$ cat src/hw/rtl/bkrt_pkg.sv
// shared types and constants for the keyed record table
package bkrt_pkg;

  localparam int MAX_ENTRIES_DEF = 16;
  localparam int CMD_W           = 3;
  localparam int KEY_W           = 8;
  localparam int REC_W           = 64;
  localparam int TALLY_W         = 5;

  typedef enum logic [CMD_W-1:0] {
    CMD_ADD    = 3'd0,
    CMD_DELETE = 3'd1,
    CMD_READ   = 3'd2,
    CMD_EXISTS = 3'd3,
    CMD_COUNT  = 3'd4,
    CMD_FULL   = 3'd5,
    CMD_LIST   = 3'd6
  } cmd_t;

  typedef enum logic [2:0] {
    S_IDLE,
    S_DISPATCH,
    S_SCAN,
    S_SHIFT,
    S_LIST_RD,
    S_LIST_EMIT,
    S_DONE
  } state_t;

endpackage

$ cat src/hw/rtl/bkrt_store.sv
// record memory: one write port, one registered read port
module bkrt_store import bkrt_pkg::*; #(
  parameter int DEPTH  = MAX_ENTRIES_DEF,
  parameter int ADDR_W = 4
) (
  input  logic              clk,
  input  logic              we,
  input  logic [ADDR_W-1:0] waddr,
  input  logic [REC_W-1:0]  wdata,
  input  logic [ADDR_W-1:0] raddr,
  output logic [REC_W-1:0]  rdata
);

  logic [REC_W-1:0] mem [DEPTH];

  always_ff @(posedge clk) begin
    if (we) begin
      mem[waddr] <= wdata;
    end
  end

  always_ff @(posedge clk) begin
    rdata <= mem[raddr];
  end

endmodule

$ cat src/hw/rtl/bounded_keyed_record_table.sv
// keyed record table top level: command sequencer, count, result register
//
//  channel   direction  handshake             payload
//  input     in         in_valid / in_ready   command, key, year, course/grade pairs
//  result    out        out_valid / out_ready ok, out_key, record bytes, tally, last
//
// one command at a time; in_ready is high only while the sequencer is idle
// add, count, full: result goes through S_DISPATCH and S_DONE to the output register
// delete, read, exists: one stored key compared per cycle, newest first;
//   delete then shifts each later record down one slot to close the gap
// list: newest first; each key goes S_LIST_RD, then S_LIST_EMIT, held by output stalls
// rst is synchronous: clears count and control, not the memory; a stalled result holds
//   the sequencer, but a result waiting after the sequencer is idle does not block input
module bounded_keyed_record_table import bkrt_pkg::*; #(
  parameter int MAX_ENTRIES = MAX_ENTRIES_DEF
) (
  input  logic               clk,
  input  logic               rst,
  input  logic               in_valid,
  output logic               in_ready,
  input  logic [CMD_W-1:0]   command,
  input  logic [KEY_W-1:0]   key,
  input  logic [7:0]         year,
  input  logic [7:0]         course_one,
  input  logic [7:0]         grade_one,
  input  logic [7:0]         course_two,
  input  logic [7:0]         grade_two,
  input  logic [7:0]         course_three,
  input  logic [7:0]         grade_three,
  output logic               out_valid,
  input  logic               out_ready,
  output logic               ok,
  output logic [KEY_W-1:0]   out_key,
  output logic [7:0]         out_year,
  output logic [7:0]         out_course_one,
  output logic [7:0]         out_grade_one,
  output logic [7:0]         out_course_two,
  output logic [7:0]         out_grade_two,
  output logic [7:0]         out_course_three,
  output logic [7:0]         out_grade_three,
  output logic [TALLY_W-1:0] tally,
  output logic               last
);

  localparam int AW = (MAX_ENTRIES > 1) ? $clog2(MAX_ENTRIES) : 1;
  localparam int CW = $clog2(MAX_ENTRIES + 1);

  // sequencer state
  state_t          state, state_next;
  cmd_t            cmd_r;
  logic [KEY_W-1:0] key_r;
  logic [REC_W-1:0] rec_in;
  logic [CW-1:0]   count, count_next;
  logic [CW-1:0]   ptr, ptr_next;
  logic [CW-1:0]   pos, pos_next;
  logic            pend, pend_next;
  logic [AW-1:0]   pend_idx, pend_idx_next;

  // pending single result
  logic            res_ok, res_ok_next;
  logic [REC_W-1:0] res_rec, res_rec_next;
  logic [TALLY_W-1:0] res_tally, res_tally_next;

  // output register
  logic            out_valid_next;
  logic            load;
  logic            load_ok, load_last;
  logic [REC_W-1:0] load_rec;
  logic [TALLY_W-1:0] load_tally;
  logic [REC_W-1:0] out_rec;

  // memory port
  logic            we;
  logic [AW-1:0]   waddr, raddr;
  logic [REC_W-1:0] wdata, rd_data;

  logic            accept;
  logic            slot_free;
  logic            match;
  logic [CW-1:0]   ptr_dec;
  logic [CW+TALLY_W-1:0] count_ext, pos_ext;

  assign accept    = in_valid && in_ready;
  assign in_ready  = (state == S_IDLE);
  assign slot_free = !out_valid || out_ready;
  assign ptr_dec   = ptr - CW'(1);
  assign match     = pend && (rd_data[KEY_W-1:0] == key_r);
  // tally is the low bits of a count or position
  assign count_ext = {{TALLY_W{1'b0}}, count};
  assign pos_ext   = {{TALLY_W{1'b0}}, pos};

  bkrt_store #(
    .DEPTH  (MAX_ENTRIES),
    .ADDR_W (AW)
  ) u_store (
    .clk   (clk),
    .we    (we),
    .waddr (waddr),
    .wdata (wdata),
    .raddr (raddr),
    .rdata (rd_data)
  );

  always_ff @(posedge clk) begin
    if (rst) begin
      state     <= S_IDLE;
      count     <= '0;
      pend      <= 1'b0;
      out_valid <= 1'b0;
    end else begin
      state     <= state_next;
      count     <= count_next;
      pend      <= pend_next;
      out_valid <= out_valid_next;
    end
  end

  always_ff @(posedge clk) begin
    if (accept) begin
      cmd_r  <= cmd_t'(command);
      key_r  <= key;
      rec_in <= {grade_three, course_three, grade_two, course_two,
                 grade_one, course_one, year, key};
    end
    ptr       <= ptr_next;
    pos       <= pos_next;
    pend_idx  <= pend_idx_next;
    res_ok    <= res_ok_next;
    res_rec   <= res_rec_next;
    res_tally <= res_tally_next;
    if (load) begin
      ok      <= load_ok;
      out_rec <= load_rec;
      tally   <= load_tally;
      last    <= load_last;
    end
  end

  always_comb begin
    state_next     = state;
    count_next     = count;
    ptr_next       = ptr;
    pos_next       = pos;
    pend_next      = pend;
    pend_idx_next  = pend_idx;
    res_ok_next    = res_ok;
    res_rec_next   = res_rec;
    res_tally_next = res_tally;
    we             = 1'b0;
    waddr          = pend_idx - AW'(1);
    wdata          = rd_data;
    raddr          = ptr_dec[AW-1:0];
    load           = 1'b0;
    load_ok        = res_ok;
    load_rec       = res_rec;
    load_tally     = res_tally;
    load_last      = 1'b1;

    case (state)
      S_IDLE: begin
        if (accept) begin
          res_ok_next    = 1'b0;
          res_rec_next   = '0;
          res_tally_next = '0;
          state_next     = S_DISPATCH;
        end
      end

      S_DISPATCH: begin
        state_next = S_DONE;
        case (cmd_r)
          CMD_ADD: begin
            if (count < CW'(MAX_ENTRIES)) begin
              we          = 1'b1;
              waddr       = count[AW-1:0];
              wdata       = rec_in;
              count_next  = count + CW'(1);
              res_ok_next = 1'b1;
            end
          end
          CMD_DELETE, CMD_READ, CMD_EXISTS: begin
            ptr_next   = count;
            pend_next  = 1'b0;
            state_next = S_SCAN;
          end
          CMD_COUNT: begin
            res_ok_next    = 1'b1;
            res_tally_next = count_ext[TALLY_W-1:0];
          end
          CMD_FULL: begin
            res_ok_next = (count == CW'(MAX_ENTRIES));
          end
          CMD_LIST: begin
            if (count != '0) begin
              ptr_next   = count;
              pos_next   = CW'(1);
              state_next = S_LIST_RD;
            end
          end
          default: begin
          end
        endcase
      end

      // newest first: issue one read per cycle, compare the one issued last cycle
      S_SCAN: begin
        if (ptr != '0) begin
          pend_next     = 1'b1;
          pend_idx_next = ptr_dec[AW-1:0];
          ptr_next      = ptr_dec;
        end else begin
          pend_next = 1'b0;
        end
        if (match) begin
          res_ok_next = 1'b1;
          case (cmd_r)
            CMD_READ: begin
              res_rec_next = rd_data;
              state_next   = S_DONE;
            end
            CMD_DELETE: begin
              ptr_next   = CW'(pend_idx) + CW'(1);
              pend_next  = 1'b0;
              state_next = S_SHIFT;
            end
            default: begin
              state_next = S_DONE;
            end
          endcase
        end else if (ptr == '0) begin
          state_next = S_DONE;
        end
      end

      // close the gap: read entry i, write it to i - 1 in the next cycle
      S_SHIFT: begin
        raddr = ptr[AW-1:0];
        if (ptr < count) begin
          pend_next     = 1'b1;
          pend_idx_next = ptr[AW-1:0];
          ptr_next      = ptr + CW'(1);
        end else begin
          pend_next = 1'b0;
        end
        if (pend) begin
          we = 1'b1;
        end else if (ptr >= count) begin
          count_next = count - CW'(1);
          state_next = S_DONE;
        end
      end

      S_LIST_RD: begin
        state_next = S_LIST_EMIT;
      end

      S_LIST_EMIT: begin
        if (slot_free) begin
          load       = 1'b1;
          load_ok    = 1'b1;
          load_rec   = {{(REC_W-KEY_W){1'b0}}, rd_data[KEY_W-1:0]};
          load_tally = pos_ext[TALLY_W-1:0];
          load_last  = (ptr == CW'(1));
          ptr_next   = ptr_dec;
          pos_next   = pos + CW'(1);
          state_next = (ptr == CW'(1)) ? S_IDLE : S_LIST_RD;
        end
      end

      S_DONE: begin
        if (slot_free) begin
          load       = 1'b1;
          state_next = S_IDLE;
        end
      end

      default: begin
        state_next = S_IDLE;
      end
    endcase

    if (load) begin
      out_valid_next = 1'b1;
    end else if (out_ready) begin
      out_valid_next = 1'b0;
    end else begin
      out_valid_next = out_valid;
    end
  end

  assign out_key          = out_rec[7:0];
  assign out_year         = out_rec[15:8];
  assign out_course_one   = out_rec[23:16];
  assign out_grade_one    = out_rec[31:24];
  assign out_course_two   = out_rec[39:32];
  assign out_grade_two    = out_rec[47:40];
  assign out_course_three = out_rec[55:48];
  assign out_grade_three  = out_rec[63:56];

endmodule

$ cat config.mk
export PLATFORM = sky130hd
export DESIGN_NAME = bounded_keyed_record_table
export DESIGN_NICKNAME = d
export VERILOG_FILES = /design/src/hw/rtl/bkrt_pkg.sv /design/src/hw/rtl/bkrt_store.sv /design/src/hw/rtl/bounded_keyed_record_table.sv
export SDC_FILE = /design/constraint.sdc
export NUM_CORES = 1
export LEC_CHECK = 0
export BUFFER_PORTS_ARGS = -buffer_cell sky130_fd_sc_hd__buf_2
export CAP_MARGIN = 40
export CORE_MARGIN = 10
export CORE_UTILIZATION = 45
export CTS_CLUSTER_SIZE = 10
export DETAILED_ROUTE_END_ITERATION = 7
export PLACE_DENSITY = 0.67
export SLEW_MARGIN = 30
export SYNTH_ARGS = -nofsm -noshare
export SYNTH_HDL_FRONTEND = slang
export SYNTH_SLANG_ARGS = --single-unit
$ cat constraint.sdc
create_clock -name clk -period 7.3 [get_ports clk]
set_input_delay 0.365 -clock clk [delete_from_list [all_inputs] [get_ports clk]]
set_output_delay 0.365 -clock clk [all_outputs]
set_load 0.05 [all_outputs]
==> results of run 1 <==
==> critical path, stage by stage (launching register included) <==
cell	delay [ps]
edfxtp_1	440
inv_6	340
buf_16	300
ha_4	390
buf_12	250
inv_6	480
a21boi_4	140
inv_6	630
buf_12	460
mux2_2	400
o32a_1	200
a22o_1	240
==> worst paths after layout <==
kind                from                 to  cells past startpoint
max               ptr[1]  u_store.rdata[32]                     11
min             in_valid         rec_in[63]                      2
max reg2reg       ptr[1]  u_store.rdata[32]                     11
min reg2reg  res_rec[10]        out_rec[10]                      1
==> metal layers <==
metal / GRT usage / wire length, um / up-vias
met5: 0 / 9 / -
met4: 0.07156 / 4125 / 2
met3: 0.03826 / 13500 / 282
met2: 0.3315 / 71860 / 1631
met1: 0.3006 / 67570 / 18630
li1: - / - / 16180
==> cell usage in the layout (no fill, tap or decap), drive strengths merged, types with 4 or more instances in the layout <==
| master | n |
|---|---|
| inv | 79 |
| nand2b | 11 |
| xor2 | 6 |
| xnor2 | 18 |
| o2111a | 54 |
| dlygate4sd3 | 70 |
| a211oi | 386 |
| a21o | 4 |
| nor3 | 12 |
| a22o | 53 |
| o22ai | 4 |
| a21oi | 164 |
| clkbuf | 257 |
| a311oi | 54 |
| o22a | 53 |
| a2bb2oi | 12 |
| mux2i | 404 |
| nor2b | 64 |
| nand3 | 17 |
| or3 | 5 |
| ha | 16 |
| and3 | 4 |
| mux2 | 136 |
| nand2 | 264 |
| nor2 | 42 |
| and2 | 323 |
| nand4 | 4 |
| o211ai | 56 |
| buf | 242 |
| clkinv | 7 |
| edfxtp | 1246 |
| o32a | 54 |
| a31oi | 61 |
| dfxtp | 74 |
| o221ai | 11 |
| o21ai | 10 |
==> sequential cells by signal, indices dropped and copies added, names as in the netlist, 3 cells and up <==
name	cells
cmd_r	3
count	5
key_r	7
out_rec	64
pend_idx	4
pos	5
ptr	5
rec_in	57
res_rec	64
res_tally	5
state	3
tally	5
u_store.mem	1024
u_store.rdata	64
==> stage by stage <==
step                      area [um^2]  utilization  std cells  power [W]
final                           66210       0.5179       5967    0.03094
after global routing            66210       0.5179       5967    0.03229
after CTS                       65970       0.5160       5956    0.03075
after detailed placement        60790       0.4755       5615    0.02375
after global placement          60310       0.4718       5592    0.02330
after floorplan                 58020            -       4047    0.01968
==> layout make-up <==
cell class / count / area share
Inverter: 72 / 0.004535
Multi-Input combinational cell: 2330 / 0.2681
Timing Repair Buffer: 312 / 0.04089
Clock buffer: 257 / 0.06451
Clock inverter: 14 / 0.003080
Sequential cell: 1320 / 0.5875
Tap cell: 1662 / 0.03141
==> power by group <==
| group | internal [W] | switching [W] | total, W |
|---|---|---|---|
| combinational | 0.00487 | 0.00859 | 0.0135 |
| clock | 0.00399 | 0.00297 | 0.00696 |
| sequential | 0.0100 | 0.000495 | 0.0105 |
==> logic make-up after synthesis <==
logic type               count (synthesis)  synth area share
adder cells (fa/ha/maj)                 17          0.003795
multiplexers                           540           0.09609
flip-flops                            1320            0.6704
AND/OR/NAND/NOR                        761           0.06918
buffers and inverters                  397           0.02784
XOR/XNOR                                24          0.003623
AO/OA/AOI/OAI                          988            0.1291
==> results.cfg, run 1 <==
[cts]
cts_tree = done
cts-root-buf = clkbuf_16
clock_path_buffers = 3
postCtsSetupRepairBufs = 0
h-tree-depth = 4
numCtsBuffers = 152
clock_latency_ps = 770
cts_resized = 0
path_clk_slew_ps = 60
cts_hold_buffers = 70
cts_sinks = 1320

[global_route]
grt_pass1_vias = 36390
grt_pass1_wl_um = 232200
grtUsageTotal = 0.2130
grt_start_max_net_pins = 159
gr-total-overflow = 0
grt_antenna_before_repair = 7

[sta]
max_slew_margin = 0.3437
max_freq_ghz = 0.2183
tns_ps = 0
holdWs_ps = 239.6
finalClockSkew_ps = 27.32
layout_min_cycle_time_ps = 4581
rsz0062_at_grt = false
min_period_over_period = 0.6276
slew_violations = 0
finalSetupViolations = 0
hold_viol = 0
tightest_slew_ps = 984.5
fin_ws_ps = 2719

[worst_setup_path]
end_kind = flop
path_max_fanout = 81
path_class = reg -> reg
ff2ff_setup_slack_ps = 2720
cp.required_ps = 7950
crit_arrival_ps = 5230
start_kind = flop

[floorplanning]
die_y_um = 379.1
coreArea_um2 = 127800
start_util = 0.4538
die_w_um = 379.1
rows = 131
die-area_um2 = 143700
io_pins = 144

[power_and_ir_drop]
p_per_area_nw_per_um2 = 467.3
max-vdd-ir-drop_mv = 0.4665
p_leak_nw = 22.40

[yosys]
synthFlopType = edfxtp_1
synth_top_cell_by_area = edfxtp_1
synthDistinctLibCells = 65
synth_seq_area_share = 0.6704
synth.most_common_cell = edfxtp_1
synthesis.nets = 4135
ys_ff_latch = 1320
synth_area_per_cell_um2 = 14.34
synth.area.top_cells = edfxtp_1, mux2i_1, a211oi_1
synthTopCellsByCount = edfxtp_1, mux2i_1, a211oi_1
synth_edf_count = 1246
syn_area_um2 = 58020
yosysWarnings = 0
synth_top_area_frac = 0.6448
synthArstFlopShare = 0
syn_inst = 4047

[routing]
vias = 36720
drtIter0Drc = 3887
drcViolationCount = 0
firstDrtPassIters = 7
ant_nets = 0
drt_wl_total_um = 157100
wl_per_cell_um = 26.32
vias_per_cell = 6.154

[finish]
nFillCells = 10410
diodes = 0
multi_input_area_um2 = 17750
area_growth_syn_to_layout_pct = 14.11
nNetsFinal = 4276
drive_gt1_frac = 0.1368
register_area_um2 = 38900

[run_status]
status = finished, final reports clean

[placed_design]
finalWeightedCongestion = 0.8267
dp_hpwl_um = 84230
port_buffers = 143
dp_slack_ps = 2297

[hold_path]
hp-class = in -> reg

[run]
max-cap-violations = 0
Power figures use the tool's default switching activity.
==> run 2: changes to the inputs <==
Settings changed: PLACE_DENSITY 0.67 to 0.69.
Clock period 7.3 ns to 3.8 ns, I/O delays scaled along.
==> run 2 against run 1 <==
Against the previous run:
- core utilization is 0.13 points higher
- first-iteration DRC count down 9.0%
- worst setup slack worse by 2200 ps
- clock skew is 2.2 ps higher
- non-clock buffer count rose by 19
- power rose by 92%
- sequential power up 93%
- critical path depth decreased by 2
==> results.cfg, run 2 (synthesized netlist as in run 1, its figures left out) <==
[run_status]
status = finished, final reports clean

[power_and_ir_drop]
power_w = 0.05955
cellInternalPower_w = 0.03653
combPwrFrac = 0.434
max-vdd-ir-drop_mv = 1.768
p_switching_w = 0.02302
p_clk_frac = 0.225
p_per_area_nw_per_um2 = 897.1
p_sw_frac = 0.3866
p_seq_frac = 0.340
p_leak_nw = 22.51

[global_route]
grtUsageTotal = 0.2097
grt_pass1_wl_um = 229600
gr-total-overflow = 0
grt_pass1_vias = 35940
grt_antenna_before_repair = 8
grt_start_max_net_pins = 160

[finish]
nNetsFinal = 4296
layout_common_cells = edfxtp_1, mux2i_1, a211oi_1
regMostFlops = u_store.mem
final_cell_area_um2 = 66380
area_growth_syn_to_layout_pct = 14.40
drive_gt1_frac = 0.1408
diodes = 0
fin_cells = 5986
largest_register_ffs = 1024
mostFrequentLayoutCell = edfxtp_1
nFillCells = 10480

[floorplanning]
die_y_um = 379.1
rows = 131
die_w_um = 379.1
start_util = 0.4538
coreArea_um2 = 127800
die-area_um2 = 143700
io_pins = 144

[routing]
ant_nets = 0
vias = 36410
drt_wl_total_um = 153900
wl_per_cell_um = 25.72
firstDrtPassIters = 5
drcViolationCount = 0
vias_per_cell = 6.083
drtIter0Drc = 3538

[worst_setup_path]
crit_arrival_ps = 3890
path_max_fanout = 38
path_class = reg -> reg
crit_slowest_cell = edfxtp_1
start_kind = flop
path_cells = inv_6 -> ha_1 -> nand2b_1 -> o221a_4 -> buf_4 -> and2_2 -> buf_12 -> a31oi_1 -> a22o_1
max_stage_delay_ps = 700
end_kind = flop
crit_buf_inv = 3
crit_family = buffers and inverters
cp.required_ps = 4440

[sta]
min_period_over_period = 0.8538
tightest_slew_ps = 856.7
slew_violations = 0
fin_ws_ps = 555.6
max_slew_margin = 0.4289
finalClockSkew_ps = 29.47
hold_viol = 0
rsz0062_at_grt = false
max_freq_ghz = 0.3082
layout_min_cycle_time_ps = 3244
tns_ps = 0
finalSetupViolations = 0

[cts]
clock_latency_ps = 780
h-tree-depth = 4
path_clk_slew_ps = 60
cts_resized = 0
cts-root-buf = clkbuf_16
cts_tree = done
clock_path_buffers = 3
cts_sinks = 1320
numCtsBuffers = 153

[placed_design]
dp_slack_ps = 631.8
placed_area_um2 = 61140
placedCellCount = 5643
port_buffers = 143
dp_hpwl_um = 85070
finalWeightedCongestion = 0.8595

[run]
max-cap-violations = 0

[hold_path]
hp-class = in -> reg
run 2: changes by cell type in the layout (fill, tap and decap cells not counted), moves of 2 or more:
cell	delta
nand2_4	+2
clkbuf_1	-3
clkbuf_8	+2
buf_12	+22
buf_2	+2
clkbuf_16	+3
nand2_8	-2
buf_16	-13
buf_4	+7
inv_16	-3
run 2: what timing repair did:
item	in CTS	in global routing
endpoints found under the setup margin	0	0
buffers inserted	0	0
endpoints found under the hold margin	82	0
hold buffers	70	0
run 2: tightest hold or removal path: stages:
cell      delay, ps
buf_2           140
nor2_1          100
o32ai_1          90
o2111a_1        170
run 2: layout make-up:
type,instances,area (um^2),share of cell area
tap,1662,2079,0.03133
sequential,1320,38900,0.5860
clock buffer,258,4359,0.06567
timing repair buffer,331,2856,0.04303
clock inverter,13,152.6,0.002300
multi-input combinational,2330,17730,0.2672
inverter,72,300.3,0.004524
run 2: worst paths after layout:
check | from | end | slack (ps) | cells past startpoint
setup / recovery | ptr[1] | u_store.rdata[39] | 560 | 9
hold / removal | in_valid | res_ok | 80 | 4
setup reg to reg | ptr[1] | u_store.rdata[39] | 560 | 9
hold reg to reg | res_rec[12] | out_rec[12] | 530 | 1
run 2: routing by layer:
layer	global-route usage	vias to the layer above	wire, um
met2	0.3315	1493	71650
met4	0.06746	0	4063
met5	0	-	0
met3	0.04803	272	13370
met1	0.2859	18470	64860
li1	-	16170	-
run 2: power groups by stage:
stage          registers [W]  clock network [W]  logic, W
2_1_floorplan         0.0202                  0    0.0176
3_3_place_gp          0.0205                  0    0.0250
3_5_place_dp          0.0205                  0    0.0255
4_1_cts               0.0202             0.0136    0.0257
5_1_grt               0.0203             0.0143    0.0277
6_report              0.0203             0.0134    0.0259
run 2: metrics by stage:
stage / utilization / hold slack, ps
floorplan: - / 288.9
global placement: 0.4775 / 367.6
detailed placement: 0.4783 / 368.2
CTS: 0.5190 / 6.716
global route: 0.5192 / 54.76
finish: 0.5192 / 82.24
